File: src/token_bucket_packet_gate_assert.svh
// Assertion macros for the token bucket packet gate.
// Expects clk and rst_n in the scope of use; empty when SYNTHESIS is set.
`ifndef TOKEN_BUCKET_PACKET_GATE_ASSERT_SVH
`define TOKEN_BUCKET_PACKET_GATE_ASSERT_SVH
`ifndef SYNTHESIS
`define TBG_ASSERT_IMP(lbl, ante, cons) \
  lbl: assert property (@(posedge clk) disable iff (!rst_n) (ante) |-> (cons)) \
    else $error("token bucket gate assertion failed");
`define TBG_ASSERT_NXT(lbl, ante, cons) \
  lbl: assert property (@(posedge clk) disable iff (!rst_n) (ante) |=> (cons)) \
    else $error("token bucket gate assertion failed");
`else
`define TBG_ASSERT_IMP(lbl, ante, cons)
`define TBG_ASSERT_NXT(lbl, ante, cons)
`endif
`endif

File: src/tbg_pkg.sv
// Shared types and constants of the token bucket packet gate.
// No dependencies.
`timescale 1ns / 1ps
package tbg_pkg;
  localparam int REQ_W           = 10;
  localparam int ID_W            = 16;
  localparam int STATUS_W        = 3;
  localparam int ENTRY_W         = ID_W + REQ_W;
  localparam int QUEUE_DEPTH_DEF = 16;
  localparam int CMD_DEPTH       = 2;
  localparam int CMD_PTR_W       = $clog2(CMD_DEPTH);
  localparam int CMD_CNT_W       = $clog2(CMD_DEPTH + 1);
  localparam logic [REQ_W-1:0] DEPTH_RESET = REQ_W'(10);

  localparam logic KIND_ARRIVAL = 1'b0;
  localparam logic KIND_TICK    = 1'b1;

  typedef enum logic [STATUS_W-1:0] {
    ST_QUEUED,
    ST_TOO_BIG,
    ST_FULL,
    ST_TOKEN_ADDED,
    ST_TOKEN_DROPPED
  } status_t;

  typedef enum logic {
    BK_IDLE,
    BK_READ
  } bk_state_t;

  typedef struct packed {
    logic             kind;
    logic [REQ_W-1:0] request;
    logic [ID_W-1:0]  packet_id;
    logic             too_big;
  } cmd_t;
endpackage

File: src/tbg_if.sv
// Channel interfaces of the token bucket packet gate: event in, result out, config.
// Depends on tbg_pkg.
`timescale 1ns / 1ps
interface tbg_in_if;
  import tbg_pkg::*;
  logic             valid;
  logic             ready;
  logic             kind;
  logic [REQ_W-1:0] request;
  modport source(output valid, kind, request, input ready);
  modport sink(input valid, kind, request, output ready);
endinterface

interface tbg_out_if #(
  parameter int QUEUE_DEPTH = tbg_pkg::QUEUE_DEPTH_DEF
);
  import tbg_pkg::*;
  localparam int CNT_W = $clog2(QUEUE_DEPTH + 1);
  logic                valid;
  logic                ready;
  logic [STATUS_W-1:0] status;
  logic [ID_W-1:0]     packet_id;
  logic                released;
  logic [ID_W-1:0]     released_id;
  logic [REQ_W-1:0]    released_request;
  logic [REQ_W-1:0]    tokens_now;
  logic [CNT_W-1:0]    queue_count;
  modport source(output valid, status, packet_id, released, released_id,
                 released_request, tokens_now, queue_count, input ready);
  modport sink(input valid, status, packet_id, released, released_id,
               released_request, tokens_now, queue_count, output ready);
endinterface

interface tbg_cfg_if;
  import tbg_pkg::*;
  logic             valid;
  logic             ready;
  logic [REQ_W-1:0] data;
  modport source(output valid, data, input ready);
  modport sink(input valid, data, output ready);
endinterface

File: src/tbg_ram.sv
// Generic single-write, single-read RAM with registered read data.
// No dependencies.
`timescale 1ns / 1ps
module tbg_ram #(
  parameter int WIDTH = 8,
  parameter int DEPTH = 16
) (
  input  logic                     clk,
  input  logic                     we,
  input  logic [$clog2(DEPTH)-1:0] waddr,
  input  logic [WIDTH-1:0]         wdata,
  input  logic                     re,
  input  logic [$clog2(DEPTH)-1:0] raddr,
  output logic [WIDTH-1:0]         rdata
);
  logic [WIDTH-1:0] mem_r [DEPTH];

  always_ff @(posedge clk) begin
    if (we) begin
      mem_r[waddr] <= wdata;
    end
    if (re) begin
      rdata <= mem_r[raddr];
    end
  end
endmodule

File: src/tbg_front.sv
// Front end: accepts event words, assigns packet ids, flags oversize requests.
// Depends on tbg_pkg and tbg_if.
`timescale 1ns / 1ps
module tbg_front (
  input  logic                      clk,
  input  logic                      rst_n,
  input  logic [tbg_pkg::REQ_W-1:0] bucket_depth,
  tbg_in_if.sink                    in_ch,
  output tbg_pkg::cmd_t             cmd,
  output logic                      cmd_valid,
  input  logic                      cmd_ready
);
  import tbg_pkg::*;

  logic [ID_W-1:0] next_id_r;
  logic [ID_W-1:0] next_id_nxt;
  logic [ID_W-1:0] id_inc;
  logic            is_arrival;

  assign id_inc     = next_id_r + ID_W'(1);
  assign is_arrival = (in_ch.kind == KIND_ARRIVAL);

  assign in_ch.ready = cmd_ready;
  assign cmd_valid   = in_ch.valid;

  always_comb begin
    cmd.kind      = in_ch.kind;
    cmd.request   = in_ch.request;
    cmd.packet_id = is_arrival ? id_inc : '0;
    cmd.too_big   = is_arrival && (in_ch.request > bucket_depth);
  end

  always_comb begin
    next_id_nxt = next_id_r;
    if (in_ch.valid && cmd_ready && is_arrival) begin
      next_id_nxt = id_inc;
    end
  end

  always_ff @(posedge clk) begin
    if (!rst_n) begin
      next_id_r <= '0;
    end else begin
      next_id_r <= next_id_nxt;
    end
  end
endmodule

File: src/tbg_cmd_fifo.sv
// Short command queue between front and back end.
// Depends on tbg_pkg.
`timescale 1ns / 1ps
module tbg_cmd_fifo (
  input  logic          clk,
  input  logic          rst_n,
  input  tbg_pkg::cmd_t push_cmd,
  input  logic          push_valid,
  output logic          push_ready,
  output tbg_pkg::cmd_t pop_cmd,
  output logic          pop_valid,
  input  logic          pop_ready
);
  import tbg_pkg::*;

  localparam logic [CMD_PTR_W-1:0] LAST_PTR = CMD_PTR_W'(CMD_DEPTH - 1);
  localparam logic [CMD_CNT_W-1:0] FULL_CNT = CMD_CNT_W'(CMD_DEPTH);

  cmd_t                 mem_r [CMD_DEPTH];
  logic [CMD_PTR_W-1:0] wr_r, wr_nxt;
  logic [CMD_PTR_W-1:0] rd_r, rd_nxt;
  logic [CMD_CNT_W-1:0] cnt_r, cnt_nxt;
  logic                 do_push, do_pop;

  assign push_ready = (cnt_r != FULL_CNT);
  assign pop_valid  = (cnt_r != '0);
  assign pop_cmd    = mem_r[rd_r];
  assign do_push    = push_valid && push_ready;
  assign do_pop     = pop_valid && pop_ready;

  always_comb begin
    wr_nxt  = wr_r;
    rd_nxt  = rd_r;
    cnt_nxt = cnt_r;
    if (do_push) begin
      wr_nxt = (wr_r == LAST_PTR) ? '0 : wr_r + CMD_PTR_W'(1);
    end
    if (do_pop) begin
      rd_nxt = (rd_r == LAST_PTR) ? '0 : rd_r + CMD_PTR_W'(1);
    end
    case ({do_push, do_pop})
      2'b10:   cnt_nxt = cnt_r + CMD_CNT_W'(1);
      2'b01:   cnt_nxt = cnt_r - CMD_CNT_W'(1);
      default: cnt_nxt = cnt_r;
    endcase
  end

  always_ff @(posedge clk) begin
    if (!rst_n) begin
      wr_r  <= '0;
      rd_r  <= '0;
      cnt_r <= '0;
    end else begin
      wr_r  <= wr_nxt;
      rd_r  <= rd_nxt;
      cnt_r <= cnt_nxt;
    end
  end

  always_ff @(posedge clk) begin
    if (do_push) begin
      mem_r[wr_r] <= push_cmd;
    end
  end
endmodule

File: src/tbg_back.sv
// Back end: token count, waiting-packet FIFO in RAM, result register.
// Depends on tbg_pkg, tbg_if and tbg_ram.
`timescale 1ns / 1ps
module tbg_back #(
  parameter int QUEUE_DEPTH = tbg_pkg::QUEUE_DEPTH_DEF
) (
  input  logic                      clk,
  input  logic                      rst_n,
  input  logic [tbg_pkg::REQ_W-1:0] bucket_depth,
  input  tbg_pkg::cmd_t             cmd,
  input  logic                      cmd_valid,
  output logic                      cmd_ready,
  tbg_out_if.source                 out_ch
);
  import tbg_pkg::*;

  localparam int PTR_W = $clog2(QUEUE_DEPTH);
  localparam int CNT_W = $clog2(QUEUE_DEPTH + 1);
  localparam logic [PTR_W-1:0] LAST_PTR = PTR_W'(QUEUE_DEPTH - 1);
  localparam logic [CNT_W-1:0] FULL_CNT = CNT_W'(QUEUE_DEPTH);

  bk_state_t        state_r, state_nxt;
  logic [REQ_W-1:0] tokens_r, tokens_nxt;
  logic [PTR_W-1:0] head_r, head_nxt;
  logic [PTR_W-1:0] tail_r, tail_nxt;
  logic [CNT_W-1:0] count_r, count_nxt;
  status_t          pend_status_r, pend_status_nxt;

  logic             ov_r, ov_nxt;
  status_t          o_status_r, o_status_nxt;
  logic [ID_W-1:0]  o_pid_r, o_pid_nxt;
  logic             o_rel_r, o_rel_nxt;
  logic [ID_W-1:0]  o_rid_r, o_rid_nxt;
  logic [REQ_W-1:0] o_rreq_r, o_rreq_nxt;
  logic [REQ_W-1:0] o_tok_r, o_tok_nxt;
  logic [CNT_W-1:0] o_cnt_r, o_cnt_nxt;

  logic               ram_we, ram_re;
  logic [ENTRY_W-1:0] ram_rdata;
  logic [REQ_W-1:0]   head_need;
  logic [REQ_W-1:0]   tick_tokens;
  status_t            tick_status;
  logic               slot_free;
  logic               load;

  function automatic logic [PTR_W-1:0] adv(input logic [PTR_W-1:0] p);
    return (p == LAST_PTR) ? '0 : p + PTR_W'(1);
  endfunction

  tbg_ram #(
    .WIDTH(ENTRY_W),
    .DEPTH(QUEUE_DEPTH)
  ) u_wait_ram (
    .clk  (clk),
    .we   (ram_we),
    .waddr(tail_r),
    .wdata({cmd.packet_id, cmd.request}),
    .re   (ram_re),
    .raddr(head_r),
    .rdata(ram_rdata)
  );

  assign slot_free   = !ov_r || out_ch.ready;
  assign head_need   = ram_rdata[REQ_W-1:0];
  assign tick_tokens = (tokens_r < bucket_depth) ? tokens_r + REQ_W'(1) : tokens_r;
  assign tick_status = (tokens_r < bucket_depth) ? ST_TOKEN_ADDED : ST_TOKEN_DROPPED;

  always_comb begin
    state_nxt = state_r;
    case (state_r)
      BK_IDLE: begin
        if (cmd_valid && slot_free && (cmd.kind == KIND_TICK) && (count_r != '0)) begin
          state_nxt = BK_READ;
        end
      end
      BK_READ: begin
        if (slot_free) begin
          state_nxt = BK_IDLE;
        end
      end
      default: state_nxt = BK_IDLE;
    endcase
  end

  always_comb begin
    tokens_nxt      = tokens_r;
    head_nxt        = head_r;
    tail_nxt        = tail_r;
    count_nxt       = count_r;
    pend_status_nxt = pend_status_r;
    cmd_ready       = 1'b0;
    ram_we          = 1'b0;
    ram_re          = 1'b0;
    load            = 1'b0;
    o_status_nxt    = o_status_r;
    o_pid_nxt       = o_pid_r;
    o_rel_nxt       = 1'b0;
    o_rid_nxt       = '0;
    o_rreq_nxt      = '0;
    case (state_r)
      BK_IDLE: begin
        cmd_ready = slot_free;
        if (cmd_valid && slot_free) begin
          o_pid_nxt = cmd.packet_id;
          if (cmd.kind == KIND_ARRIVAL) begin
            load = 1'b1;
            if (cmd.too_big) begin
              o_status_nxt = ST_TOO_BIG;
            end else if (count_r >= FULL_CNT) begin
              o_status_nxt = ST_FULL;
            end else begin
              o_status_nxt = ST_QUEUED;
              ram_we       = 1'b1;
              tail_nxt     = adv(tail_r);
              if ((count_r == '0) && (tokens_r >= cmd.request)) begin
                tokens_nxt = tokens_r - cmd.request;
                head_nxt   = adv(head_r);
                o_rel_nxt  = 1'b1;
                o_rid_nxt  = cmd.packet_id;
                o_rreq_nxt = cmd.request;
              end else begin
                count_nxt = count_r + CNT_W'(1);
              end
            end
          end else begin
            tokens_nxt   = tick_tokens;
            o_status_nxt = tick_status;
            if (count_r == '0) begin
              load = 1'b1;
            end else begin
              ram_re          = 1'b1;
              pend_status_nxt = tick_status;
            end
          end
        end
      end
      BK_READ: begin
        if (slot_free) begin
          load         = 1'b1;
          o_status_nxt = pend_status_r;
          o_pid_nxt    = '0;
          if (tokens_r >= head_need) begin
            tokens_nxt = tokens_r - head_need;
            head_nxt   = adv(head_r);
            count_nxt  = count_r - CNT_W'(1);
            o_rel_nxt  = 1'b1;
            o_rid_nxt  = ram_rdata[ENTRY_W-1:REQ_W];
            o_rreq_nxt = head_need;
          end
        end
      end
      default: begin
      end
    endcase
    o_tok_nxt = tokens_nxt;
    o_cnt_nxt = count_nxt;
    if (load) begin
      ov_nxt = 1'b1;
    end else if (out_ch.ready) begin
      ov_nxt = 1'b0;
    end else begin
      ov_nxt = ov_r;
    end
  end

  always_ff @(posedge clk) begin
    if (!rst_n) begin
      state_r  <= BK_IDLE;
      tokens_r <= '0;
      head_r   <= '0;
      tail_r   <= '0;
      count_r  <= '0;
      ov_r     <= 1'b0;
    end else begin
      state_r  <= state_nxt;
      tokens_r <= tokens_nxt;
      head_r   <= head_nxt;
      tail_r   <= tail_nxt;
      count_r  <= count_nxt;
      ov_r     <= ov_nxt;
    end
  end

  always_ff @(posedge clk) begin
    pend_status_r <= pend_status_nxt;
    if (load) begin
      o_status_r <= o_status_nxt;
      o_pid_r    <= o_pid_nxt;
      o_rel_r    <= o_rel_nxt;
      o_rid_r    <= o_rid_nxt;
      o_rreq_r   <= o_rreq_nxt;
      o_tok_r    <= o_tok_nxt;
      o_cnt_r    <= o_cnt_nxt;
    end
  end

  assign out_ch.valid            = ov_r;
  assign out_ch.status           = o_status_r;
  assign out_ch.packet_id        = o_pid_r;
  assign out_ch.released         = o_rel_r;
  assign out_ch.released_id      = o_rid_r;
  assign out_ch.released_request = o_rreq_r;
  assign out_ch.tokens_now       = o_tok_r;
  assign out_ch.queue_count      = o_cnt_r;
endmodule

File: src/token_bucket_packet_gate.sv
// Token bucket packet gate, top level: config register, front end, command
// queue, back end. Depends on tbg_pkg, tbg_if and all tbg_* modules.
// Channels: in_ch takes event words (kind 0 packet arrival with its token
// request, kind 1 token tick); out_ch gives one result word per event;
// cfg_ch writes bucket_depth and is always ready; the user must write it
// only while the block is idle, as the block itself has no check for it.
// Events pass through the command queue to the back end's result register;
// a tick that finds packets waiting first does a registered read of the
// head entry from the wait RAM. Throughput: one event per cycle while the
// receiver takes results, except such a tick, which holds the back end.
// Reset: token count, queue pointers, packet ids clear; bucket_depth is 10.
// Receiver stall: the result register holds; the two-entry command queue
// fills, then in_ch.ready drops until the result word is taken.
`timescale 1ns / 1ps
`include "token_bucket_packet_gate_assert.svh"
module token_bucket_packet_gate #(
  parameter int QUEUE_DEPTH = tbg_pkg::QUEUE_DEPTH_DEF
) (
  input  logic      clk,
  input  logic      rst_n,
  tbg_cfg_if.sink   cfg_ch,
  tbg_in_if.sink    in_ch,
  tbg_out_if.source out_ch
);
  import tbg_pkg::*;

  logic [REQ_W-1:0] depth_r, depth_nxt;
  cmd_t             front_cmd, back_cmd;
  logic             front_valid, front_ready;
  logic             back_valid, back_ready;

  assign cfg_ch.ready = 1'b1;

  always_comb begin
    depth_nxt = depth_r;
    if (cfg_ch.valid) begin
      depth_nxt = cfg_ch.data;
    end
  end

  always_ff @(posedge clk) begin
    if (!rst_n) begin
      depth_r <= DEPTH_RESET;
    end else begin
      depth_r <= depth_nxt;
    end
  end

  tbg_front u_front (
    .clk         (clk),
    .rst_n       (rst_n),
    .bucket_depth(depth_r),
    .in_ch       (in_ch),
    .cmd         (front_cmd),
    .cmd_valid   (front_valid),
    .cmd_ready   (front_ready)
  );

  tbg_cmd_fifo u_cmd_fifo (
    .clk       (clk),
    .rst_n     (rst_n),
    .push_cmd  (front_cmd),
    .push_valid(front_valid),
    .push_ready(front_ready),
    .pop_cmd   (back_cmd),
    .pop_valid (back_valid),
    .pop_ready (back_ready)
  );

  tbg_back #(
    .QUEUE_DEPTH(QUEUE_DEPTH)
  ) u_back (
    .clk         (clk),
    .rst_n       (rst_n),
    .bucket_depth(depth_r),
    .cmd         (back_cmd),
    .cmd_valid   (back_valid),
    .cmd_ready   (back_ready),
    .out_ch      (out_ch)
  );

  `TBG_ASSERT_IMP(a_tick_no_id, back_valid && (back_cmd.kind == KIND_TICK), back_cmd.packet_id == '0)
  `TBG_ASSERT_IMP(a_drop_no_release, out_ch.valid && ((out_ch.status == ST_TOO_BIG) || (out_ch.status == ST_FULL)), !out_ch.released)
  `TBG_ASSERT_IMP(a_direct_release, out_ch.valid && out_ch.released && (out_ch.status == ST_QUEUED), (out_ch.released_id == out_ch.packet_id) && (out_ch.queue_count == '0))
  `TBG_ASSERT_NXT(a_stall_hold, out_ch.valid && !out_ch.ready, out_ch.valid && $stable(out_ch.tokens_now))
endmodule

File: src/flat_wrapper.sv
// flat-port wrapper written by rule: the top's interface ports become plain ports
module token_bucket_packet_gate_flat import tbg_pkg::*;
#(
  parameter int QUEUE_DEPTH = tbg_pkg::QUEUE_DEPTH_DEF
)
  (clk, rst_n, cfg_ch_valid, cfg_ch_data, cfg_ch_ready, in_ch_valid, in_ch_kind, in_ch_request, in_ch_ready, out_ch_valid, out_ch_status, out_ch_packet_id, out_ch_released, out_ch_released_id, out_ch_released_request, out_ch_tokens_now, out_ch_queue_count, out_ch_ready);
  tbg_cfg_if cfg_ch_i ();
  tbg_in_if in_ch_i ();
  tbg_out_if #(.QUEUE_DEPTH(QUEUE_DEPTH)) out_ch_i ();
  input  logic clk;
  input  logic rst_n;
  input wire logic [$bits(cfg_ch_i.valid)-1:0] cfg_ch_valid;
  input wire logic [$bits(cfg_ch_i.data)-1:0] cfg_ch_data;
  output wire logic [$bits(cfg_ch_i.ready)-1:0] cfg_ch_ready;
  input wire logic [$bits(in_ch_i.valid)-1:0] in_ch_valid;
  input wire logic [$bits(in_ch_i.kind)-1:0] in_ch_kind;
  input wire logic [$bits(in_ch_i.request)-1:0] in_ch_request;
  output wire logic [$bits(in_ch_i.ready)-1:0] in_ch_ready;
  output wire logic [$bits(out_ch_i.valid)-1:0] out_ch_valid;
  output wire logic [$bits(out_ch_i.status)-1:0] out_ch_status;
  output wire logic [$bits(out_ch_i.packet_id)-1:0] out_ch_packet_id;
  output wire logic [$bits(out_ch_i.released)-1:0] out_ch_released;
  output wire logic [$bits(out_ch_i.released_id)-1:0] out_ch_released_id;
  output wire logic [$bits(out_ch_i.released_request)-1:0] out_ch_released_request;
  output wire logic [$bits(out_ch_i.tokens_now)-1:0] out_ch_tokens_now;
  output wire logic [$bits(out_ch_i.queue_count)-1:0] out_ch_queue_count;
  input wire logic [$bits(out_ch_i.ready)-1:0] out_ch_ready;
  assign cfg_ch_i.valid = cfg_ch_valid;
  assign cfg_ch_i.data = cfg_ch_data;
  assign cfg_ch_ready = cfg_ch_i.ready;
  assign in_ch_i.valid = in_ch_valid;
  assign in_ch_i.kind = in_ch_kind;
  assign in_ch_i.request = in_ch_request;
  assign in_ch_ready = in_ch_i.ready;
  assign out_ch_valid = out_ch_i.valid;
  assign out_ch_status = out_ch_i.status;
  assign out_ch_packet_id = out_ch_i.packet_id;
  assign out_ch_released = out_ch_i.released;
  assign out_ch_released_id = out_ch_i.released_id;
  assign out_ch_released_request = out_ch_i.released_request;
  assign out_ch_tokens_now = out_ch_i.tokens_now;
  assign out_ch_queue_count = out_ch_i.queue_count;
  assign out_ch_i.ready = out_ch_ready;
  token_bucket_packet_gate #(.QUEUE_DEPTH(QUEUE_DEPTH)) u_core (.clk(clk), .rst_n(rst_n), .cfg_ch(cfg_ch_i), .in_ch(in_ch_i), .out_ch(out_ch_i));
endmodule
File: config.mk
export PLATFORM = sky130hd
export DESIGN_NAME = token_bucket_packet_gate_flat
export DESIGN_NICKNAME = d
export VERILOG_FILES = /design/src/tbg_pkg.sv /design/src/tbg_if.sv /design/src/tbg_ram.sv /design/src/tbg_front.sv /design/src/tbg_cmd_fifo.sv /design/src/tbg_back.sv /design/src/token_bucket_packet_gate.sv /design/src/flat_wrapper.sv
export VERILOG_INCLUDE_DIRS = /design/src /design/src/src
export SDC_FILE = /design/constraint.sdc
export NUM_CORES = 1
export LEC_CHECK = 0
export ABC_CLOCK_PERIOD_IN_PS = 12340
export BUFFER_PORTS_ARGS = -buffer_cell sky130_fd_sc_hd__buf_2
export CORE_MARGIN = 3
export CORE_UTILIZATION = 45
export CTS_BUF_LIST = sky130_fd_sc_hd__clkbuf_8
export CTS_CLUSTER_DIAMETER = 50
export DETAILED_ROUTE_END_ITERATION = 8
export PLACE_DENSITY = 0.66
export SETUP_SLACK_MARGIN = 0.3
export SYNTH_ARGS = -nofsm -noshare
export SYNTH_HDL_FRONTEND = slang
export SYNTH_SLANG_ARGS = --single-unit
File: constraint.sdc
create_clock -name clk -period 12.34 [get_ports clk]
set_input_delay 0.617 -clock clk [delete_from_list [all_inputs] [get_ports clk]]
set_output_delay 0.617 -clock clk [all_outputs]
set_load 0.03 [all_outputs]
==> qor.yml <==
clock_network:
  insertion_delay_ns: 0.71
  clockBufferDepth: 3
  cts_sinks: 617
  htreeDepth: 3
  cts_hold_buf: 0
  cts_setup_buffers: 0
  cts_resized: 0
  cts_tree: "done"
  cts_made_buffers: 99
  path_clk_slew_ns: 0.06
  cts-root-buf: "clkbuf_8"
global_routing:
  grt_max_degree: 66
  grt_use_total_pct: 19.8
  overflow: 0
  grt_pass1_vias: 14200
  grt_pass1_wl_um: 89000
  antenna_found_initial: 3
final_layout:
  final_layout_size_suffix_gt1_share_pct: 23.3
  mostFrequentLayoutCells: "561 x edfxtp_1, 130 x mux4_2, 107 x clkbuf_8, 99 x inv_1, 91 x nor2_1"
  nFillCells: 4533
  fin_area_sq_um: 28900
  nets: 1726
  area.growth.synth_to_final_pct: 12.9
  multi_input_area_sq_um: 7280
  regArea_sq_um: 18000
  final_common_cell: "edfxtp_1"
critical_path:
  path_cells: "mux2_2 > ha_1 > fa_1 > nor2b_1 > o21ai_1 > a31oi_1 > o2111ai_2 > buf_4 > o21ai_0"
  end_kind: "flip-flop"
  reg2regPathDepth: 9
  r2r_end: "u_core.u_back.out_ch.released_request[7]"
  r2r_slack_ns: 8.24
  cp.required_ns: 12.75
  critical_path_arrival_ns: 4.52
  crit_family: "compound AO/OA/AOI/OAI gates"
  cp_slowest_cell: "dfxtp_2"
  worst_path_largest_cell_delay_ns: 0.94
  start_kind: "flip-flop"
  critPathMaxFanout: 29
  cp.depth: 9
  crit_buf_inv: 1
  path_class: "reg -> reg"
yosys:
  ys.flop_type: "edfxtp_1"
  seq_area_frac_synth_pct: 70.3
  synth.distinct_cells: 72
  syn_inst: 1509
  synth-edff-count: 561
  syn_avg_cell_area_sq_um: 16.9
  synth_area_sq_um: 25600
  synth_top_area_cell: "edfxtp_1"
  synth_top_area_share_pct: 65.9
  synth.area.top_cells: "edfxtp_1 66%, mux4_2 11%, dfxtp_1 4.4%, ha_1 2.4%, mux2i_1 1.8%"
  ys_warn_count: 0
  yosys_register_bits: 617
  syn-num-nets: 1586
  async_flop_share_pct: 0
pwr:
  ir_worst_vdd_mv: 0.114
  p_per_area_nw_per_um2: 187
  power.leakage_nw: 9.73
detailed_routing:
  drc: 0
  post_drt_via_cell_ratio: 5.73
  wl_um: 58800
  ant_nets: 0
  dr.first_iter.drc_count: 1402
  drt_pass1_iterations: 5
  wl_per_cell_um: 23.7
  routed-via-count: 14200
sta:
  rsz0062_at_grt: "false"
  layout_setup_ws_ns: 8.24
  fin_skew_ns: 0.0398
  period_minus_slack_ns: 4.10
  holdWs_ns: 0.150
  max_freq_mhz: 244
  slew_violations: 0
  setup_viol_count_final: 0
  hold_violations: 0
  post-route-period-util_pct: 33.3
  tightest_slew_ns: 1.20
  timing.max_slew.rel_slack_pct: 20.2
  setup_tns_ns: 0
die:
  design.portCount: 90
  coreArea_sq_um: 55600
  die_area_sq_um: 59700
  dieHeight_um: 244
  initial_utilization_pct: 46.0
  fp.dieW_um: 244
  rows: 86
status:
  status: "completed"
hold_path:
  min_path_cells: 3
  holdPathEnd: "u_core.depth_r[1]"
  hold_class: "in -> reg"
  hp-start: "cfg_ch_data[1]"
place:
  pre_cts_ws_ns: 8.19
  gp_congestion: 0.883
  placed_cell_area_sq_um: 27000
  place_hpwl_um: 37900
  io_buffers: 88
run:
  maxCapViolCount: 0
-- worst max path at each step --
stage	slack (ns)	startpoint	endpoint
2_1_floorplan	8.44	out_ch_ready	u_core.u_back.u_wait_ram.mem_r[3][0]
3_5_place_dp	8.19	flip-flop	u_core.u_back.out_ch.released_request[7]
6_report	8.24	flip-flop	u_core.u_back.out_ch.released_request[7]
5_1_grt	7.99	flip-flop	u_core.u_back.head_r[3]
4_1_cts	8.22	flip-flop	u_core.u_back.out_ch.released_request[7]
3_3_place_gp	8.31	flip-flop	u_core.u_back.out_ch.released_request[7]
-- Yosys cell counts (11+ instances only) --
cell type  number
nor3_1         21
dfxtp_1        56
nand2_1        83
clkbuf_1       45
a21oi_1        35
or3_1          12
buf_1          11
xnor2_1        22
nor2_1        105
mux4_2        130
o21ai_0        48
inv_1          54
nand2b_1       12
xor2_1         22
edfxtp_1      561
ha_1           49
nand3_1        23
mux2i_1        47
and2_1         13
-- power breakdown --
| group | switching [mW] | total (mW) | internal [mW] | leakage [nW] |
|---|---|---|---|---|
| clock | 0.803 | 1.65 | 0.852 | 1.14 |
| sequential | 0.0980 | 2.71 | 2.61 | 5.59 |
| combinational | 0.758 | 1.03 | 0.272 | 3.00 |
| total | 1.66 | 5.40 | 3.74 | 9.73 |
-- sequential cells by signal, indices dropped and copies added, names as in the netlist, 10 cells and up, named ones only --
name,flops
u_core.u_front.next_id_r,16
u_core.u_back.out_ch.released_request,10
u_core.u_back.out_ch.released_id,16
u_core.u_back.out_ch.packet_id,16
u_core.u_back.u_wait_ram.mem_r,416
u_core.u_back.tokens_r,10
u_core.depth_r,10
u_core.u_cmd_fifo.mem_r,56
u_core.u_back.out_ch.tokens_now,10
u_core.u_back.u_wait_ram.rdata,26
-- metal layers --
metal / global-route usage, % / routed length (um) / share of wire [%] / vias to the layer above
li1: - / - / - / 6242
met1: 29.8 / 26500 / 45 / 7248
met2: 29.1 / 26200 / 45 / 626
met3: 4.29 / 4720 / 8.0 / 105
met4: 5.87 / 1360 / 2.3 / 0
met5: 0 / 0 / 0 / -
-- logic make-up (layout without fill, tap and decap cells) --
logic type | after synthesis | count (layout) | share of synthesized area (%)
AO/OA/AOI/OAI | 166 | 166 | 4.22
XOR/XNOR | 44 | 44 | 1.51
adder cells (fa/ha/maj) | 51 | 51 | 2.55
buffers and inverters | 124 | 346 | 1.88
flip-flops | 617 | 617 | 70.3
multiplexers | 181 | 181 | 13.5
other | 1 | 2 | 0.0147
AND/OR/NAND/NOR | 325 | 325 | 6.11
-- through the flow --
step	std cells	power (mW)	util [%]
after floorplan	1509	3.39	-
after global placement	2296	3.77	48.5
after detailed placement	2296	3.79	48.5
after CTS	2479	5.45	51.9
after global routing	2480	5.64	51.9
final	2480	5.40	51.9
-- final cells by class --
| type | instances | share of cell area [%] |
|---|---|---|
| well taps | 748 | 3.24 |
| clock inverters | 76 | 1.46 |
| diodes | 1 | 0.00866 |
| flip-flops and latches | 617 | 62.2 |
| multi-input cells | 768 | 25.2 |
| inverters | 57 | 0.741 |
| repair buffers | 106 | 1.99 |
| clock buffers | 107 | 5.10 |
-- worst min-delay path, stage by stage --
cell      delay, ns
buf_2          0.07
nand2_1        0.04
o211ai_1       0.07
Note: power is estimated with default switching activity, not from simulation.
